File: config.mk
export PLATFORM = sky130hd
export DESIGN_NAME = length_prefixed_packet_receiver_top
export DESIGN_NICKNAME = d
export VERILOG_FILES = /design/src/hw/rtl/lppr_pkg.sv /design/src/hw/rtl/lppr_ctrl.sv /design/src/hw/rtl/lppr_dpath.sv /design/src/hw/rtl/length_prefixed_packet_receiver_top.sv
export SDC_FILE = /design/constraint.sdc
export NUM_CORES = 1
export LEC_CHECK = 0
export BUFFER_PORTS_ARGS = -buffer_cell sky130_fd_sc_hd__buf_2
export CORE_MARGIN = 1
export CORE_UTILIZATION = 40
export CTS_CLUSTER_DIAMETER = 80
export DETAILED_ROUTE_END_ITERATION = 10
export GPL_ROUTABILITY_DRIVEN = 0
export PLACE_DENSITY = 0.56
export SETUP_SLACK_MARGIN = 0.2
export SLEW_MARGIN = 20
export SYNTH_ARGS = -nofsm -noshare
export SYNTH_HDL_FRONTEND = slang
export SYNTH_HIERARCHICAL = 1
export SYNTH_SLANG_ARGS = --single-unit
File: constraint.sdc
create_clock -name aclk -period 3.9 [get_ports aclk]
set_clock_uncertainty 0.15 [all_clocks]
set_input_delay 0 -clock aclk [delete_from_list [all_inputs] [get_ports aclk]]
set_output_delay 0 -clock aclk [all_outputs]
set_load 0.02 [all_outputs]
File: src/hw/rtl/lppr_pkg.sv
// lppr_pkg: shared constants, codes and controller/datapath signal groups
// for the length-prefixed packet receiver; no dependencies
`default_nettype none

package lppr_pkg;

    // buffer size and field widths
    localparam int PACKET_MAX_BYTES = 32;
    localparam int IDX_W            = $clog2(PACKET_MAX_BYTES);
    localparam int LEN_W            = 6;
    localparam int TMO_W            = 16;
    localparam int BYTE_W           = 8;
    localparam int CMD_W            = 3;
    localparam int PADDR_W          = 4;
    localparam int PDATA_W          = 32;
    localparam int REGIDX_W         = 2;

    // input commands
    typedef enum logic [CMD_W-1:0] {
        CMD_BYTE  = 3'd0,
        CMD_TICK  = 3'd1,
        CMD_START = 3'd2,
        CMD_ABORT = 3'd3,
        CMD_TAKEN = 3'd4
    } cmd_t;

    // receiver modes, as reported in rx_state
    typedef enum logic [1:0] {
        MODE_IDLE    = 2'd0,
        MODE_LISTEN  = 2'd1,
        MODE_RECEIVE = 2'd2
    } mode_t;

    // configuration register indexes
    localparam logic [REGIDX_W-1:0] REG_MIN_LENGTH = 2'd0;
    localparam logic [REGIDX_W-1:0] REG_MAX_LENGTH = 2'd1;
    localparam logic [REGIDX_W-1:0] REG_RX_TIMEOUT = 2'd2;

    // register reset values and fixed limits
    localparam logic [LEN_W-1:0]  MIN_LENGTH_RST = 6'd2;
    localparam logic [LEN_W-1:0]  MAX_LENGTH_RST = 6'd32;
    localparam logic [TMO_W-1:0]  RX_TIMEOUT_RST = 16'd100;
    localparam logic [BYTE_W-1:0] LENGTH_FLOOR   = 8'd2;

    // commands from controller to datapath
    typedef struct packed {
        logic  capture;
        logic  tmo_reload;
        logic  tmo_dec;
        logic  store_first;
        logic  store_byte;
        logic  clr_index;
        logic  clr_expected;
        logic  set_ready;
        logic  clr_ready;
        logic  rd_start;
        logic  rd_issue;
        logic  rd_next;
        logic  out_status;
        logic  out_byte;
        mode_t mode;
    } lppr_cmd_t;

    // status from datapath to controller
    typedef struct packed {
        logic [CMD_W-1:0] cmd;
        logic             in_range;
        logic             tmo_zero;
        logic             pkt_done;
        logic             rd_last;
        logic             out_free;
    } lppr_stat_t;

endpackage

`default_nettype wire

File: src/hw/rtl/lppr_ctrl.sv
// lppr_ctrl: sequencing state machine and receiver mode register
// depends on lppr_pkg
`default_nettype none

module lppr_ctrl (
    input  wire                  aclk,
    input  wire                  aresetn,
    input  wire                  s_valid,
    output logic                 s_ready,
    input  lppr_pkg::lppr_stat_t stat,
    output lppr_pkg::lppr_cmd_t  cmd
);
    import lppr_pkg::*;

    typedef enum logic [2:0] {
        ST_WAIT,
        ST_EXEC,
        ST_STATUS,
        ST_READ,
        ST_PUSH
    } state_t;

    state_t state_reg, state_next;
    mode_t  mode_reg, mode_next;

    assign s_ready = (state_reg == ST_WAIT);

    // command decode and next state
    always_comb begin
        cmd        = '0;
        cmd.mode   = mode_reg;
        state_next = state_reg;
        mode_next  = mode_reg;
        case (state_reg)
            ST_WAIT: begin
                if (s_valid) begin
                    cmd.capture = 1'b1;
                    state_next  = ST_EXEC;
                end
            end
            ST_EXEC: begin
                state_next = ST_STATUS;
                case (stat.cmd)
                    CMD_BYTE: begin
                        if (mode_reg == MODE_LISTEN) begin
                            cmd.tmo_reload = 1'b1;
                            if (stat.in_range) begin
                                cmd.store_first = 1'b1;
                                mode_next       = MODE_RECEIVE;
                            end
                        end else if (mode_reg == MODE_RECEIVE) begin
                            cmd.tmo_reload = 1'b1;
                            cmd.store_byte = 1'b1;
                            if (stat.pkt_done) begin
                                cmd.set_ready = 1'b1;
                                cmd.clr_index = 1'b1;
                                cmd.rd_start  = 1'b1;
                                mode_next     = MODE_LISTEN;
                                state_next    = ST_READ;
                            end
                        end
                    end
                    CMD_TICK: begin
                        if (!stat.tmo_zero) begin
                            cmd.tmo_dec = 1'b1;
                        end else if (mode_reg == MODE_RECEIVE) begin
                            cmd.clr_index = 1'b1;
                            mode_next     = MODE_LISTEN;
                        end
                    end
                    CMD_START: begin
                        cmd.clr_index    = 1'b1;
                        cmd.clr_expected = 1'b1;
                        cmd.tmo_reload   = 1'b1;
                        mode_next        = MODE_LISTEN;
                    end
                    CMD_ABORT: begin
                        mode_next = MODE_IDLE;
                    end
                    CMD_TAKEN: begin
                        cmd.clr_ready = 1'b1;
                    end
                    default: begin
                    end
                endcase
            end
            ST_STATUS: begin
                if (stat.out_free) begin
                    cmd.out_status = 1'b1;
                    state_next     = ST_WAIT;
                end
            end
            ST_READ: begin
                cmd.rd_issue = 1'b1;
                state_next   = ST_PUSH;
            end
            ST_PUSH: begin
                if (stat.out_free) begin
                    cmd.out_byte = 1'b1;
                    if (stat.rd_last) begin
                        state_next = ST_WAIT;
                    end else begin
                        cmd.rd_next = 1'b1;
                        state_next  = ST_READ;
                    end
                end
            end
            default: begin
                state_next = ST_WAIT;
            end
        endcase
    end

    // state and mode registers
    always_ff @(posedge aclk) begin
        if (!aresetn) begin
            state_reg <= ST_WAIT;
            mode_reg  <= MODE_IDLE;
        end else begin
            state_reg <= state_next;
            mode_reg  <= mode_next;
        end
    end

    // output register is never loaded while a new transaction is taken
    assert property (@(posedge aclk) disable iff (!aresetn)
        (cmd.out_status || cmd.out_byte) |-> !cmd.capture)
        else $error("result load coincides with input capture");

    // a valid length byte always moves the receiver into reception
    assert property (@(posedge aclk) disable iff (!aresetn)
        cmd.store_first |=> (mode_reg == MODE_RECEIVE))
        else $error("first byte stored without entering reception");

    // completing a packet always starts the buffer walk
    assert property (@(posedge aclk) disable iff (!aresetn)
        cmd.set_ready |=> (state_reg == ST_READ))
        else $error("packet completed without emission");

    // the last packet byte hands the input side back
    assert property (@(posedge aclk) disable iff (!aresetn)
        (cmd.out_byte && stat.rd_last) |=> s_ready)
        else $error("input not ready after last packet byte");

endmodule

`default_nettype wire

File: src/hw/rtl/lppr_dpath.sv
// lppr_dpath: config registers, packet buffer, counters, flags and result register
// depends on lppr_pkg
`default_nettype none

module lppr_dpath (
    input  wire                             aclk,
    input  wire                             aresetn,
    input  lppr_pkg::lppr_cmd_t             cmd,
    output lppr_pkg::lppr_stat_t            stat,
    input  wire [lppr_pkg::CMD_W-1:0]       s_cmd,
    input  wire [lppr_pkg::BYTE_W-1:0]      s_rx_byte,
    output logic                            m_valid,
    input  wire                             m_ready,
    output logic                            m_kind,
    output logic [lppr_pkg::BYTE_W-1:0]     m_packet_byte,
    output logic                            m_last_byte,
    output logic [1:0]                      m_rx_state,
    output logic                            m_packet_ready,
    output logic                            m_overrun_error,
    input  wire                             psel,
    input  wire                             penable,
    input  wire                             pwrite,
    input  wire [lppr_pkg::PADDR_W-1:0]     paddr,
    input  wire [lppr_pkg::PDATA_W-1:0]     pwdata,
    output logic [lppr_pkg::PDATA_W-1:0]    prdata
);
    import lppr_pkg::*;

    logic [LEN_W-1:0]   min_length_reg;
    logic [LEN_W-1:0]   max_length_reg;
    logic [TMO_W-1:0]   rx_timeout_reg;
    logic [CMD_W-1:0]   cmd_code_reg;
    logic [BYTE_W-1:0]  byte_reg;
    logic [LEN_W-1:0]   write_index_reg;
    logic [LEN_W-1:0]   expected_reg;
    logic [TMO_W-1:0]   timeout_reg;
    logic               ready_reg;
    logic               overrun_reg;
    logic [LEN_W-1:0]   rd_idx_reg;
    logic [BYTE_W-1:0]  rd_data_reg;
    logic               m_valid_reg;
    logic               kind_reg;
    logic [BYTE_W-1:0]  packet_byte_reg;
    logic               last_reg;
    logic [1:0]         rx_state_reg;
    logic               packet_ready_reg;
    logic               overrun_out_reg;
    logic [BYTE_W-1:0]  packet_store [PACKET_MAX_BYTES];

    logic [REGIDX_W-1:0] reg_idx;
    logic                cfg_write;
    logic [BYTE_W-1:0]   len_lo;
    logic [BYTE_W-1:0]   len_hi;
    logic [LEN_W:0]      wi_inc;
    logic [LEN_W:0]      rd_inc;
    logic                wr_en;
    logic [IDX_W-1:0]    wr_addr;

    // apb register access
    assign reg_idx   = paddr[REGIDX_W+1:2];
    assign cfg_write = psel && penable && pwrite;

    always_ff @(posedge aclk) begin
        if (!aresetn) begin
            min_length_reg <= MIN_LENGTH_RST;
            max_length_reg <= MAX_LENGTH_RST;
            rx_timeout_reg <= RX_TIMEOUT_RST;
        end else if (cfg_write) begin
            case (reg_idx)
                REG_MIN_LENGTH: min_length_reg <= pwdata[LEN_W-1:0];
                REG_MAX_LENGTH: max_length_reg <= pwdata[LEN_W-1:0];
                REG_RX_TIMEOUT: rx_timeout_reg <= pwdata[TMO_W-1:0];
                default: begin
                end
            endcase
        end
    end

    always_comb begin
        case (reg_idx)
            REG_MIN_LENGTH: prdata = PDATA_W'(min_length_reg);
            REG_MAX_LENGTH: prdata = PDATA_W'(max_length_reg);
            REG_RX_TIMEOUT: prdata = PDATA_W'(rx_timeout_reg);
            default:        prdata = '0;
        endcase
    end

    // captured input transaction
    always_ff @(posedge aclk) begin
        if (cmd.capture) begin
            cmd_code_reg <= s_cmd;
            byte_reg     <= s_rx_byte;
        end
    end

    // length window, clamped to the buffer and floored at two
    assign len_lo = (min_length_reg < LENGTH_FLOOR[LEN_W-1:0]) ? LENGTH_FLOOR
                                                               : BYTE_W'(min_length_reg);
    assign len_hi = (BYTE_W'(max_length_reg) > BYTE_W'(PACKET_MAX_BYTES))
                  ? BYTE_W'(PACKET_MAX_BYTES) : BYTE_W'(max_length_reg);

    assign wi_inc = {1'b0, write_index_reg} + 1'b1;
    assign rd_inc = {1'b0, rd_idx_reg} + 1'b1;

    // status back to the controller
    always_comb begin
        stat.cmd      = cmd_code_reg;
        stat.in_range = (byte_reg >= len_lo) && (byte_reg <= len_hi);
        stat.tmo_zero = (timeout_reg == '0);
        stat.pkt_done = (wi_inc >= {1'b0, expected_reg});
        stat.rd_last  = (rd_inc == {1'b0, expected_reg});
        stat.out_free = !m_valid_reg || m_ready;
    end

    // write index, expected length, timeout and flags
    always_ff @(posedge aclk) begin
        if (!aresetn) begin
            write_index_reg <= '0;
            expected_reg    <= '0;
            timeout_reg     <= '0;
            ready_reg       <= 1'b0;
            overrun_reg     <= 1'b0;
        end else begin
            if (cmd.store_first) begin
                expected_reg    <= byte_reg[LEN_W-1:0];
                write_index_reg <= LEN_W'(1);
            end else if (cmd.clr_index) begin
                write_index_reg <= '0;
            end else if (cmd.store_byte) begin
                write_index_reg <= wi_inc[LEN_W-1:0];
            end
            if (cmd.clr_expected) begin
                expected_reg <= '0;
            end
            if (cmd.tmo_reload) begin
                timeout_reg <= rx_timeout_reg;
            end else if (cmd.tmo_dec) begin
                timeout_reg <= timeout_reg - 1'b1;
            end
            if (cmd.set_ready) begin
                ready_reg   <= 1'b1;
                overrun_reg <= overrun_reg | ready_reg;
            end else if (cmd.clr_ready) begin
                ready_reg <= 1'b0;
            end
        end
    end

    // packet buffer: one write port, one registered read port
    assign wr_en   = cmd.store_first ||
                     (cmd.store_byte &&
                      ({1'b0, write_index_reg} < (LEN_W+1)'(PACKET_MAX_BYTES)));
    assign wr_addr = cmd.store_first ? '0 : write_index_reg[IDX_W-1:0];

    always_ff @(posedge aclk) begin
        if (wr_en) begin
            packet_store[wr_addr] <= byte_reg;
        end
        if (cmd.rd_issue) begin
            rd_data_reg <= packet_store[rd_idx_reg[IDX_W-1:0]];
        end
    end

    // emission read pointer
    always_ff @(posedge aclk) begin
        if (!aresetn) begin
            rd_idx_reg <= '0;
        end else if (cmd.rd_start) begin
            rd_idx_reg <= '0;
        end else if (cmd.rd_next) begin
            rd_idx_reg <= rd_inc[LEN_W-1:0];
        end
    end

    // result register
    always_ff @(posedge aclk) begin
        if (!aresetn) begin
            m_valid_reg <= 1'b0;
        end else if (cmd.out_status || cmd.out_byte) begin
            m_valid_reg <= 1'b1;
        end else if (m_ready) begin
            m_valid_reg <= 1'b0;
        end
    end

    always_ff @(posedge aclk) begin
        if (cmd.out_status || cmd.out_byte) begin
            kind_reg         <= cmd.out_byte;
            packet_byte_reg  <= cmd.out_byte ? rd_data_reg : '0;
            last_reg         <= cmd.out_byte && stat.rd_last;
            rx_state_reg     <= cmd.mode;
            packet_ready_reg <= ready_reg;
            overrun_out_reg  <= overrun_reg;
        end
    end

    assign m_valid         = m_valid_reg;
    assign m_kind          = kind_reg;
    assign m_packet_byte   = packet_byte_reg;
    assign m_last_byte     = last_reg;
    assign m_rx_state      = rx_state_reg;
    assign m_packet_ready  = packet_ready_reg;
    assign m_overrun_error = overrun_out_reg;

endmodule

`default_nettype wire

File: src/hw/rtl/length_prefixed_packet_receiver_top.sv
// length_prefixed_packet_receiver_top: top level joining controller and datapath
// depends on lppr_pkg, lppr_ctrl and lppr_dpath
//
//  channel  | handshake               | payload
//  ---------+-------------------------+-------------------------------------------
//  input    | s_valid / s_ready       | s_cmd, s_rx_byte
//  result   | m_valid / m_ready       | m_kind, m_packet_byte, m_last_byte,
//           |                         | m_rx_state, m_packet_ready, m_overrun_error
//  config   | psel / penable / pready | paddr, pwrite, pwdata, prdata
//
// an item that gives a status result passes through capture, execute and result load
// before the next acceptance
// a completing byte is followed by emission of the n-byte packet: each byte needs a
// registered buffer read and then a result load
// a full result register stalls the sequencer; reset is synchronous, active low
`default_nettype none

module length_prefixed_packet_receiver_top (
    input  wire                             aclk,
    input  wire                             aresetn,
    input  wire                             s_valid,
    output logic                            s_ready,
    input  wire [lppr_pkg::CMD_W-1:0]       s_cmd,
    input  wire [lppr_pkg::BYTE_W-1:0]      s_rx_byte,
    output logic                            m_valid,
    input  wire                             m_ready,
    output logic                            m_kind,
    output logic [lppr_pkg::BYTE_W-1:0]     m_packet_byte,
    output logic                            m_last_byte,
    output logic [1:0]                      m_rx_state,
    output logic                            m_packet_ready,
    output logic                            m_overrun_error,
    input  wire                             psel,
    input  wire                             penable,
    input  wire                             pwrite,
    input  wire [lppr_pkg::PADDR_W-1:0]     paddr,
    input  wire [lppr_pkg::PDATA_W-1:0]     pwdata,
    output logic [lppr_pkg::PDATA_W-1:0]    prdata,
    output logic                            pready
);
    import lppr_pkg::*;

    lppr_cmd_t  cmd;
    lppr_stat_t stat;

    assign pready = 1'b1;

    // sequencing and mode control
    lppr_ctrl u_ctrl (
        .aclk    (aclk),
        .aresetn (aresetn),
        .s_valid (s_valid),
        .s_ready (s_ready),
        .stat    (stat),
        .cmd     (cmd)
    );

    // storage, counters and result register
    lppr_dpath u_dpath (
        .aclk            (aclk),
        .aresetn         (aresetn),
        .cmd             (cmd),
        .stat            (stat),
        .s_cmd           (s_cmd),
        .s_rx_byte       (s_rx_byte),
        .m_valid         (m_valid),
        .m_ready         (m_ready),
        .m_kind          (m_kind),
        .m_packet_byte   (m_packet_byte),
        .m_last_byte     (m_last_byte),
        .m_rx_state      (m_rx_state),
        .m_packet_ready  (m_packet_ready),
        .m_overrun_error (m_overrun_error),
        .psel            (psel),
        .penable         (penable),
        .pwrite          (pwrite),
        .paddr           (paddr),
        .pwdata          (pwdata),
        .prdata          (prdata)
    );

endmodule

`default_nettype wire

### After elaboration in Yosys (flattened, before gate mapping)

Memory sizes are Yosys's and may differ from the RTL's. A register that Yosys moved wholly into a read port is not among the register bits.
Cells that the tools add are included.

| cells by class | value |
|---|---|
| bitwise operators | 2 |
| muxes and demuxes | 59 |
| eq/ne operators | 21 |
| $add $sub $neg | 3 |
| reductions and logical operators | 26 |
| order comparisons | 6 |

Operators by type and width:

| cell | count |
|---|---|
| $pmux 16 s3 | 1 |
| $mux 1 | 32 |
| $mux 16 | 2 |
| $mux 2 | 10 |
| $mux 3 | 6 |
| $logic_not 16->1 | 1 |
| $sub 16x1->16 const B | 1 |
| $pmux 3 s5 | 1 |
| $add 6x1->7 const B | 2 |
| $eq 3x2->1 const B | 4 |
| $mux 6 | 2 |
| $mux 9 | 1 |
| $ge 8x8->1 | 1 |
| $le 8x8->1 | 1 |
| $pmux 2 s4 | 1 |
| $eq 7x6->1 | 1 |
| $ge 7x6->1 | 1 |
| $reduce_and 7->1 | 1 |
| $eq 3x1->1 const B | 2 |
| $eq 3x3->1 const B | 2 |
| $gt 6x6->1 const B | 1 |
| $logic_not 3->1 | 2 |
| $lt 6x2->1 const B | 1 |
| $lt 6x6->1 const B | 1 |
| other kinds (23) | 39 |

| storage, ports and cells | value |
|---|---|
| RAM bits | 256 |
| output and inout port bits | 49 |
| word-level logic and storage cells | 139 |
| register bits after elaboration | 95 |
| input port bits | 54 |
| memories | 1 |

Memory list:

| name | words | width | rd ports | clocked after memory_dff | write ports | RTL line | source |
|---|---|---|---|---|---|---|---|
| u_dpath.packet_store | 32 | 8 | 1 | 1 | 1 | lppr_dpath.sv:48 | `logic [BYTE_W-1:0] packet_store [PACKET_MAX_BYTES];` |

### Logic depth before layout (Yosys ltp)

| depth | value |
|---|---|
| depth in word-level cells | 12 |
| depth in mapped cells | 13 |
| mapped depth without buffers | 12 |

### Hierarchy

Netlist, hierarchy kept.

Modules (own cells, without submodules):

| module | area each (µm²) | times used | cells each |
|---|---|---|---|
| lppr_dpath | 14731.6 | 1 | 1013 |
| lppr_ctrl | 471.7 | 1 | 61 |
| length_prefixed_packet_receiver_top | 11.3 | 1 | 2 |

### Worst setup path after synthesis

Ideal clock, no wire load.

| timing path | value |
|---|---|
| kind | register to register |
| start | reg u_dpath.byte_reg[1] |
| end | mem u_dpath.packet_store[28][0] (enable) |
| stages on the path, launching flop included | 11 |
| period minus slack after synthesis | 3.435 ns |
| data arrival time | 2.914 ns |
| buffers on the path | 1 |
| path slack | 0.465 ns |
| required time | 3.380 ns |
| setup time | 0.370 ns |
| path through | edfxtp_1 ha_1 nor2b_1 o21a_1 o211ai_1 a21oi_1 a21oi_1 and3_1 buf_1 nor2_1 nor2_1 |

RTL lines:

| item | RTL line | source |
|---|---|---|
| start: declaration | lppr_dpath.sv:33 | `logic [BYTE_W-1:0] byte_reg;` |
| start signal: assignment | lppr_dpath.sv:92 | `byte_reg <= s_rx_byte;` |
| end: declaration | lppr_dpath.sv:48 |  |

==> metrics.csv <==
metric,value,unit
place_hpwl,21510,µm
drc,0,
antenna_left,0,
power_switching,0.001703,W
cts_sinks,359,
synth_seq_cells,359,
clkSlewWorstSetupHoldPaths,60,ps
final_nets,1317,
synth_top_flop_cell,edfxtp_1,
h-tree-depth,2,
track_usage,17.52,%
grt_pass1_wl,51480,µm
synth_edf_count,289,
setup_viol,0,
crit_arrival,3570,ps
dpl_cell_area,16370,µm²
vias,9157,
grt_overflow,0,
tns,0,ps
yosysSeqAreaShare,66.25,%
rr_startpoint,u_dpath/min_length_reg[5],
ff2ff_setup_slack,420,ps
fin_crit,3479,ps
grt_max_degree,74,
ir_drop,0.2948,mV
cap_violations,0,
p_per_area,446.6,nW/µm²
final_common_cell,edfxtp_1,
cts_tree,yes,
syn-instance-count,1076,
start_kind,register,
totalWireLength,33310,µm
holdPathStages,2,
p_clk_share,43.3,%
start_util,40.49,%
avgViaCountPerCell,5.141,
ys_warn_count,6,
clockRootBuffer,clkbuf_16,
numPortBuffers,67,
synthDistinctLibCells,58,
synthArstFlopShare,0,%
fmax,287.4,MHz
critPathMaxFanout,9,
clk_latency,540,ps
diodes,0,
slew_violations,0,
end_kind,register,
outcome,"complete, no violations",
clock_path_buffers,3,
swShare,21.04,%
hold_class,in2reg,
leakage,5.968,nW
largest_register_ffs,256,
die_w,197.0,µm
routedWlPerCell,18.70,µm
areaGrowthSynthToFinish,19.06,%
syn_area_per_cell,14.14,µm²
dieArea,38820,µm²
fin_crit_sh,89.21,%
rows,71,
drt_iter0_drc,592,
die_h,197.0,µm
pwr-share-comb,4.4,%
core,37580,µm²
worstPathRequired,3990,ps
cts_buffers,39,
fin_cells,1781,
finalHoldViolCount,0,
antenna_found_initial,0,
fin_hold_ws,1.204,ps
grt_setup_unrepaired,no,
grt_pass1_vias,9128,
p_int,0.006388,W
path_class,reg2reg,
p_seq_share,52.3,%
timing.rr.end,u_dpath/packet_store[18][2],
synthesis.area,15210,µm²
final_cell_area,18110,µm²
r2r_cells,15,
dr.pass1.iters,6,
max_slew_margin,28.88,%
dp_cells,1661,
worstMarginPinSlew,1063,ps
setup.worst_path.start,u_dpath/min_length_reg[5],
mostFrequentLayoutCells,"289 x edfxtp_1, 85 x nand2_1, 80 x mux2i_1",
top_level_ports,103,
drive_gt1_share,18.66,%
crit_end,u_dpath/packet_store[18][2],
nFillCells,3266,
Yosys cell counts (2+ instances only):
cell / count / area share [%]
a22oi_1: 24 / 1.2
or3_4: 2 / 0.15
nand3b_1: 4 / 0.20
conb_1: 2 / 0.049
and3_1: 4 / 0.16
a21o_1: 2 / 0.099
nand4_1: 5 / 0.21
edfxtp_1: 289 / 57
o21ai_0: 29 / 0.95
a21boi_0: 20 / 0.99
nor2b_1: 27 / 1.1
nor3b_1: 4 / 0.20
nor3_1: 9 / 0.30
mux2i_1: 80 / 5.3
mux4_2: 32 / 4.7
buf_2: 10 / 0.33
or4_4: 2 / 0.15
xnor2_1: 21 / 1.2
inv_1: 20 / 0.49
nor4_1: 6 / 0.25
o211ai_1: 6 / 0.30
a31oi_1: 11 / 0.45
nand3_1: 32 / 1.1
a21oi_1: 27 / 0.89
a2111oi_0: 8 / 0.46
nor4b_1: 2 / 0.12
dfxtp_1: 70 / 9.2
buf_4: 19 / 0.94
buf_1: 11 / 0.27
clkbuf_1: 28 / 0.69
a211oi_1: 12 / 0.59
ha_1: 24 / 2.0
o21a_1: 5 / 0.25
nor3_2: 4 / 0.26
nand2_1: 85 / 2.1
nand2b_1: 8 / 0.33
xor2_1: 11 / 0.63
and2_1: 26 / 1.1
a22o_1: 8 / 0.46
nor2_1: 67 / 1.7
or3_1: 3 / 0.12
worst max-delay path, stage by stage, from the launching register on:
cell and delay [ps]:
dfxtp_1 340, nor4_2 340, a21boi_0 140, ha_1 280, nand2b_1 140, a21oi_1 150, nor2b_1 60, o211ai_1 150
a21oi_1 160, and3_1 260, buf_4 210, nor2_4 170, nand3b_1 110, buf_4 190, nor2_1 120, buf_4 210
power groups by stage:
stage          sequential, W  combinational [W]  clock [W]
5_1_grt              0.00424           0.000393    0.00372
6_report             0.00423           0.000353    0.00350
3_5_place_dp         0.00431           0.000329          0
3_3_place_gp         0.00431           0.000324          0
4_1_cts              0.00423           0.000358    0.00357
2_1_floorplan        0.00434           0.000176          0
metal layers:
metal | global-route usage [%] | part of all wire (%) | routed length [µm]
met3 | 2.868 | 4.3 | 1429
met1 | 23.29 | 45 | 14900
met4 | 6.661 | 2.8 | 917
met5 | 0 | 0 | 0
met2 | 28.86 | 48 | 16060
cell families (layout without fill, tap and decap cells):
family / after synthesis / after routing / share of synthesized area [%]
AND/OR/NAND/NOR: 298 / 298 / 10.01
AO/OA/AOI/OAI: 161 / 161 / 7.155
XOR/XNOR: 32 / 32 / 1.842
buffers and inverters: 88 / 267 / 2.722
adder cells (fa/ha/maj): 24 / 24 / 1.974
flip-flops: 359 / 359 / 66.25
multiplexers: 112 / 112 / 10.00
other: 2 / 17 / 0.04936
worst min path at each step:
stage                             from                   to  slack (ps)
final                          aresetn    u_dpath/ready_reg           1
after global routing      s_rx_byte[2]  u_dpath/byte_reg[2]          20
after CTS                 s_rx_byte[2]  u_dpath/byte_reg[2]           2
after detailed placement  s_rx_byte[2]  u_dpath/byte_reg[2]          30
after global placement    s_rx_byte[6]  u_dpath/byte_reg[6]          30
after floorplan           s_rx_byte[0]  u_dpath/byte_reg[0]         -50
timing repair:
action                                  CTS  global route
resized for setup                         2            10
buffers inserted                          1             1
hold endpoints to repair                 42             0
endpoints found under the setup margin   50           249
hold buffers                             46             0
metrics by stage:
step / setup WS, ps / total power, W / util [%]
final: 420.6 / 0.008091 / 48.21
after global routing: 198.6 / 0.008347 / 48.21
after CTS: 199.3 / 0.008163 / 48.08
after detailed placement: 157.6 / 0.004642 / 43.58
after global placement: 256.8 / 0.004636 / 43.58
after floorplan: 465.3 / 0.004519 / -
area by class of cell:
type | count | area (µm²) | area share [%]
well taps | 511 | 639.4 | 3.529
inverters | 20 | 75.07 | 0.4144
clock inverters | 15 | 132.6 | 0.7321
clock buffers | 57 | 1085 | 5.988
multi-input cells | 644 | 4825 | 26.63
flip-flops and latches | 359 | 10080 | 55.67
repair buffers | 175 | 1274 | 7.031
(Power assumes the default switching activity.)
